===== config.mk =====
export PLATFORM = sky130hd
export DESIGN_NAME = qtws_ctrl
export DESIGN_NICKNAME = d
export VERILOG_FILES = /design/src/hw/rtl/qtws_pkg.sv /design/src/hw/rtl/qtws_ctrl.sv
export SDC_FILE = /design/constraint.sdc
export NUM_CORES = 1
export LEC_CHECK = 0
export ABC_AREA = 1
export BUFFER_PORTS_ARGS = -buffer_cell sky130_fd_sc_hd__buf_2
export CAP_MARGIN = 20
export CORE_AREA = 4 4 41 43
export CTS_CLUSTER_SIZE = 30
export DETAILED_ROUTE_END_ITERATION = 8
export DIE_AREA = 0 0 45 47
export GPL_ROUTABILITY_DRIVEN = 1
export PLACE_DENSITY_LB_ADDON = 0.12
export SYNTH_ARGS = -nofsm -noshare
export SYNTH_HDL_FRONTEND = slang
export SYNTH_SLANG_ARGS = --single-unit

===== constraint.sdc =====
create_clock -name clk_i -period 2.8 [get_ports clk_i]
set_input_delay 0 -clock clk_i [delete_from_list [all_inputs] [get_ports clk_i]]
set_output_delay 0 -clock clk_i [all_outputs]
set_load 0.05 [all_outputs]

===== src/hw/rtl/qtws_pkg.sv =====
`timescale 1ns / 1ps
// ----------------------------------------------------------------------------
// qtws_pkg
// shared types and codes of the two-stack queue
// ----------------------------------------------------------------------------
package qtws_pkg;

  localparam int unsigned WordW   = 32;
  localparam int unsigned StatusW = 2;

  localparam logic KIND_ENQ = 1'b0;
  localparam logic KIND_DEQ = 1'b1;

  localparam logic [StatusW-1:0] STATUS_OK    = 2'd0;
  localparam logic [StatusW-1:0] STATUS_FULL  = 2'd1;
  localparam logic [StatusW-1:0] STATUS_EMPTY = 2'd2;

  typedef struct packed {
    logic                    kind;
    logic signed [WordW-1:0] value;
  } req_t;

  typedef struct packed {
    logic signed [WordW-1:0] data;
    logic [StatusW-1:0]      status;
  } rsp_t;

  typedef enum logic [2:0] {
    S_IDLE,
    S_EXEC,
    S_MV_RD,
    S_MV_WR,
    S_POP,
    S_RESP
  } state_e;

  typedef struct packed {
    logic               req_load;
    logic               push;
    logic               mv_rd;
    logic               mv_wr;
    logic               pop;
    logic               rsp_load;
    logic               rsp_pop;
    logic [StatusW-1:0] rsp_status;
  } cmd_t;

  typedef struct packed {
    logic kind;
    logic in_empty;
    logic in_full;
    logic out_empty;
    logic out_free;
  } stat_t;

endpackage


===== src/hw/rtl/qtws_ctrl.sv =====
`timescale 1ns / 1ps
// ----------------------------------------------------------------------------
// qtws_ctrl
// sequencer for enqueue, dequeue and the stack-to-stack transfer
// ----------------------------------------------------------------------------
module qtws_ctrl (
  input  logic          clk_i,
  input  logic          rst_ni,
  input  logic          in_valid_i,
  output logic          in_stall_o,
  input  qtws_pkg::stat_t stat_i,
  output qtws_pkg::cmd_t  cmd_o
);
  import qtws_pkg::*;

  state_e state_q, state_d;

  always_ff @(posedge clk_i or negedge rst_ni) begin
    if (!rst_ni) begin
      state_q <= S_IDLE;
    end else begin
      state_q <= state_d;
    end
  end

  assign in_stall_o = (state_q != S_IDLE);

  always_comb begin
    state_d = state_q;
    unique case (state_q)
      S_IDLE: begin
        if (in_valid_i) state_d = S_EXEC;
      end
      S_EXEC: begin
        if (stat_i.kind == KIND_ENQ) begin
          if (stat_i.out_free) state_d = S_IDLE;
        end else if (!stat_i.out_empty) begin
          state_d = S_POP;
        end else if (stat_i.in_empty) begin
          if (stat_i.out_free) state_d = S_IDLE;
        end else begin
          state_d = S_MV_RD;
        end
      end
      S_MV_RD: state_d = S_MV_WR;
      S_MV_WR: state_d = stat_i.in_empty ? S_POP : S_MV_RD;
      S_POP:   state_d = S_RESP;
      S_RESP: begin
        if (stat_i.out_free) state_d = S_IDLE;
      end
      default: state_d = S_IDLE;
    endcase
  end

  always_comb begin
    cmd_o = '0;
    cmd_o.rsp_status = STATUS_OK;
    unique case (state_q)
      S_IDLE: cmd_o.req_load = in_valid_i;
      S_EXEC: begin
        if (stat_i.kind == KIND_ENQ) begin
          cmd_o.push       = stat_i.out_free && !stat_i.in_full;
          cmd_o.rsp_load   = stat_i.out_free;
          cmd_o.rsp_status = stat_i.in_full ? STATUS_FULL : STATUS_OK;
        end else if (stat_i.out_empty && stat_i.in_empty) begin
          cmd_o.rsp_load   = stat_i.out_free;
          cmd_o.rsp_status = STATUS_EMPTY;
        end
      end
      S_MV_RD: cmd_o.mv_rd = 1'b1;
      S_MV_WR: cmd_o.mv_wr = 1'b1;
      S_POP:   cmd_o.pop   = 1'b1;
      S_RESP: begin
        cmd_o.rsp_load = stat_i.out_free;
        cmd_o.rsp_pop  = 1'b1;
      end
      default: cmd_o = '0;
    endcase
  end

endmodule


==> impl_metrics.yaml, run 1 <==
synth:
  synthAdderAreaFrac: 0
  yosysWarnings: 0
  synth-edff-count: 0
  synth-compound-area-share: 0.117
  async_flop_share: 1.00
  ys_seq_area_frac: 0.260
  synth_most_common_cell: "nor2_1"
  syn_nets: 54
  synth_flop_cell: "dfrtp_1"
  synth_top_cell_area_share: 0.260
  synth_cell_type_count: 14
  synth-seq-cells: 3
  synth_xor_area_frac: 0
  yosys.area_share.simple: 0.519
  synth_area_leaders: "dfrtp_1, nor2_1, nand2_1, nand3_1, nand3_2"
  synth_top_family_by_area: "simple AND/OR/NAND/NOR gates"
  syn_avg_cell_area_um2: 6.28
  syn-instance-count: 46
  synth_common_cells: "nor2_1, nand2_1, inv_1, inv_2, nand3_1"
  syn-cell-area_um2: 289
  synthMuxAreaShare: 0
  yosys.area.top_type: "dfrtp_1"
floorplan:
  start_util: 0.222
  io_pins: 18
  die_width_um: 45
  fp.coreArea_mm2: 0.00130
  row_count: 13
  dieArea_mm2: 0.00212
  die_y_um: 47
detailed_routing:
  drt_iter0_drc: 1
  via_per_inst: 4.29
  dr.pass1.iters: 2
  dr_wl_met3_um: 51
  ant_nets: 0
  wl_met2_um: 378
  wl_met1_um: 328
  top_layer: "met4"
  wl_um: 775
  drc: 0
  routedWlPerCell_um: 9.34
  vias: 356
global_routing:
  grt_pass1_vias: 330
  antenna_found_initial: 0
  overflow: 0
  grt_max_degree: 7
  grt_use_total: 0.0894
  grt_pass1_wl_mm: 1.32
pwr:
  powerDensity_mw_per_mm2: 1150
  leakagePower_nw: 0.245
  ir_drop_uv: 451
clock_tree:
  cts.path.max_buffers: 2
  cts.sinks: 3
  cts_resized: 0
  numCtsBuffers: 3
  cts_max_level: 1
  root_buffer: "clkbuf_4"
  clock_latency_ns: 0.23
  cts_setup_buffers: 0
  path_clk_slew_ns: 0.03
  cts_tree: "done"
layout:
  diodes: 0
  regMostFlops: "state_q"
  final_util: 0.330
  fillers: 161
  largest_reg_flops: 3
  stdcell_area_um2: 429
  final_cells: 83
  drive_above_1_share: 0.456
  nNetsFinal: 77
  top_regs: "state_q: 3 flops"
  syn_to_final_growth_pct: 48.5
placed_design:
  port_buffers: 17
  hpwl_um: 653
  place_area_um2: 393
  place_inst: 78
  place_congestion: 0.742
timing:
  fin_crit_sh: 0.492
  relSlewSlack: 0.838
  setup_viol_count_final: 0
  hold_viol: 0
  setup-tns-final_ns: 0
  fin_skew_ns: 0.00273
  worst_hold_slack_ns: 0.0365
  worstMarginPinSlew_ns: 0.244
  finalMaxSlewViolations: 0
  rsz0062_at_grt: "no"
  min_period_ns: 1.38
  max_freq_ghz: 0.726
status:
  run_status: "finished clean"
critical_path:
  crit_type: "flip-flop to output pin"
  crit_fanout: 6
  cp-start-kind: "flip-flop"
  worstPathArrival_ns: 1.38
  rrSetupSlack_ns: 1.76
  end_kind: "output pin"
  critPathRequiredTime_ns: 2.80
run:
  cap_viol_max_count: 0
worst_hold_path:
  hp-class: "primary input to flip-flop"
logic make-up after synthesis:
kind of cell,count (synthesis)
AND/OR/NAND/NOR,29
buffers and inverters,8
AO/OA/AOI/OAI,6
flip-flops,3
cells in the final DEF, fill, tap and decap left out:
master          n
nor4_1          1
inv_1           4
inv_2           4
nand3_1         4
buf_2          17
a21oi_2         1
nand2_1         8
clkbuf_4        3
a21oi_1         2
dlygate4sd3_1   1
dfrtp_1         3
nand3_4         1
clkbuf_1        1
nand2_2         1
nor2_1         10
nand3_2         2
o21ai_0         3
nor2_2          2
per-layer routing:
layer  track usage  vias up
li1              -      190
met1        0.0913      156
met2         0.138        8
met3        0.0345        2
met4        0.0877        0
met5             0        -
layout make-up:
class / count / area, um2 / area share
multi-input combinational: 35 / 184 / 0.429
timing repair buffer: 18 / 95.1 / 0.222
sequential: 3 / 75.1 / 0.175
inverter: 8 / 30.0 / 0.0700
clock buffer: 4 / 26.3 / 0.0612
tap: 15 / 18.8 / 0.0437
stage by stage:
stage | setup slack (ns) | total power [W]
2_1_floorplan | 0.701 | 0.000354
3_3_place_gp | 1.66 | 0.000428
3_5_place_dp | 1.66 | 0.000423
4_1_cts | 1.41 | 0.000505
5_1_grt | 1.32 | 0.000542
6_report | 1.42 | 0.000495
worst max-delay path: stages (launching register included):
cell and delay [ns]:
dfrtp_1 0.43, inv_2 0.15, nand3_4 0.10, nor4_1 0.16, buf_2 0.30
where the power goes:
group | total, W | switching, W | internal (W)
Clock | 0.0000750 | 0.0000217 | 0.0000533
Sequential | 0.0000936 | 0.0000321 | 0.0000615
Combinational | 0.000326 | 0.000243 | 0.0000828
worst paths after layout:
check                                       start                      to  cells past startpoint
setup reg to reg           state_q[2]$_DFFE_PN0P_  state_q[0]$_DFFE_PN0P_                      5
min in group asynchronous                  rst_ni  state_q[0]$_DFFE_PN0P_                      2
hold / removal                          stat_i[1]  state_q[1]$_DFFE_PN0P_                      3
hold reg to reg            state_q[1]$_DFFE_PN0P_  state_q[1]$_DFFE_PN0P_                      2
setup / recovery           state_q[2]$_DFFE_PN0P_                cmd_o[7]                      4
max in group asynchronous                  rst_ni  state_q[1]$_DFFE_PN0P_                      2
repair_timing:
action | in CTS | in global routing
endpoints found under the setup margin | 0 | 0
hold buffers | 1 | 0
hold endpoints to repair | 3 | 0
Note: power is estimated with default switching activity, not from simulation.
==> run 2, diff against run 1 <==
==> constraint.sdc (replaced) <==
create_clock -name clk_i -period 1.1 [get_ports clk_i]
set_input_delay 0 -clock clk_i [delete_from_list [all_inputs] [get_ports clk_i]]
set_output_delay 0 -clock clk_i [all_outputs]
set_load 0.05 [all_outputs]
==> run 2 against run 1 <==
Compared with the run above: critical path type unchanged; register-to-register slack worse by 1.8 ns; sequential power up 140%; sequential share of layout area down 5.4 points; largest cell class is now buffers; the flow now finishes with violations (negative setup slack); via count up 13%; final area up 48%; routed wire length up 22%; clock skew down 0.0016 ns.
==> impl_metrics.yaml, run 2 (synthesis gave the netlist of run 1 again) <==
clock_tree:
  path_clk_slew_ns: 0.03
  numCtsBuffers: 3
  cts.path.max_buffers: 2
  cts_tree: "done"
  cts.sinks: 3
  root_buffer: "clkbuf_4"
  clock_latency_ns: 0.23
  cts_max_level: 1
critical_path:
  reg2reg_to: "state_q[0]$_DFFE_PN0P_"
  slowest_stage: "dfrtp_1"
  end_kind: "output pin"
  rrSetupSlack_ns: -0.02
  slowest_delay_ns: 0.38
  cp.depth: 4
  crit_fanout: 5
  reg2regPathDepth: 6
  crit_chain: "inv_2 > nand3_4 > nor4_4 > buf_6"
  crit_buf_inv: 2
  worstPathArrival_ns: 1.19
  r2r-start: "state_q[1]$_DFFE_PN0P_"
  critPathLaunch: "state_q[1]$_DFFE_PN0P_"
  cp-start-kind: "flip-flop"
  crit_type: "flip-flop to output pin"
  critPathRequiredTime_ns: 1.10
  crit_end: "cmd_o[7]"
  path_delay_family: "flip-flops"
layout:
  drive_above_1_share: 0.636
  final_common_cell: "buf_4"
  final_util: 0.487
  nNetsFinal: 86
  top_regs: "state_q: 3 flops"
  largest_reg_flops: 3
  syn_to_final_growth_pct: 119
  regMostFlops: "state_q"
  layout_common_cells: "buf_4, nand2_1, buf_2, nor2_1, buf_6"
  diodes: 0
floorplan:
  die_y_um: 47
  die_width_um: 45
  fp.coreArea_mm2: 0.00130
  io_pins: 18
  dieArea_mm2: 0.00212
  start_util: 0.222
  row_count: 13
detailed_routing:
  vias: 404
  wl_um: 944
  ant_nets: 0
  via_per_inst: 4.39
  drt_iter0_drc: 2
  routedWlPerCell_um: 10.3
  drc: 0
  dr.pass1.iters: 4
global_routing:
  grt_pass1_wl_mm: 1.45
  antenna_found_initial: 0
  grt_pass1_vias: 348
  grt_max_degree: 6
  overflow: 0
  grt_use_total: 0.0958
timing:
  worstMarginPinSlew_ns: 0.218
  fin_skew_ns: 0.00113
  max_freq_ghz: 0.840
  min_period_ns: 1.19
  setup_viol_count_final: 8
  finalMaxSlewViolations: 0
  setup-tns-final_ns: -0.350
  rsz0062_at_grt: "yes"
  relSlewSlack: 0.853
  hold_viol: 0
  layout_setup_ws_ns: -0.0907
  fin_crit_sh: 1.08
placed_design:
  hpwl_um: 711
  port_buffers: 17
  place_congestion: 0.696
pwr:
  leakagePower_nw: 0.306
  switching_share: 0.526
  seq_power_share: 0.123
  total_power_w: 0.00182
  powerDensity_mw_per_mm2: 2870
  p_comb_frac: 0.775
  switching_power_w: 0.000956
  ir_drop_uv: 1160
  power.internal_w: 0.000863
  clock_power_share: 0.103
status:
  violations: "negative setup slack"
  run_status: "finished, violations left"
run:
  cap_viol_max_count: 0
worst_hold_path:
  whs_path_depth: 3
  hp-class: "primary input to flip-flop"
run 2: changes by cell type in the layout (fill, tap and decap cells not counted), sizes merged:
cell / previous run / this run
buf: 17 / 26
run 2: routing by layer:
metal,part of all wire,track usage
met1,0.47,0.135
met3,0.026,0.0115
met2,0.51,0.141
met5,0,0
met4,0,0.0526
run 2: power groups by stage:
stage	registers, W	clock network, W	logic, W
after global placement	0.000215	0	0.000982
after global routing	0.000226	0.000204	0.00149
after CTS	0.000220	0.000196	0.00118
final	0.000223	0.000187	0.00141
after floorplan	0.000222	0	0.000742
after detailed placement	0.000214	0	0.000981
run 2: what timing repair did:
item	CTS	global route
hold endpoints to repair	3	0
pin swaps	1	2
cloned	0	0
buffers inserted	3	4
hold buffers	1	0
resized for setup	23	10
setup endpoints to repair	10	12
run 2: through the flow:
step | std cells | hold WS, ns | setup WS (ns) | cell area (um2)
2_1_floorplan | 46 | -0.296 | -0.225 | 322
3_3_place_gp | 80 | -0.203 | 0.00400 | 440
3_5_place_dp | 80 | -0.204 | 0.0195 | 440
4_1_cts | 88 | 0.0377 | -0.102 | 566
5_1_grt | 92 | 0.0473 | -0.150 | 633
6_report | 92 | 0.0346 | -0.0907 | 633
run 2: worst min path at each step:
stage | from | end
2_1_floorplan | rst_ni | state_q[0]$_DFFE_PN0P_
3_5_place_dp | rst_ni | state_q[1]$_DFFE_PN0P_
5_1_grt | stat_i[1] | state_q[1]$_DFFE_PN0P_
6_report | stat_i[1] | state_q[1]$_DFFE_PN0P_
3_3_place_gp | rst_ni | state_q[1]$_DFFE_PN0P_
4_1_cts | stat_i[1] | state_q[1]$_DFFE_PN0P_
run 2: final cells by class:
class / count / area (um2)
fillers: 153 / 668
repair buffers: 27 / 240
multi-input cells: 35 / 239
flip-flops and latches: 3 / 76.3
inverters: 8 / 32.5
clock buffers: 4 / 26.3
well taps: 15 / 18.8
run 2: worst min-delay path: cells and delay by family:
kind                   cells  cell delay (ns)
buffers and inverters      1             0.10
AND/OR/NAND/NOR            2             0.13
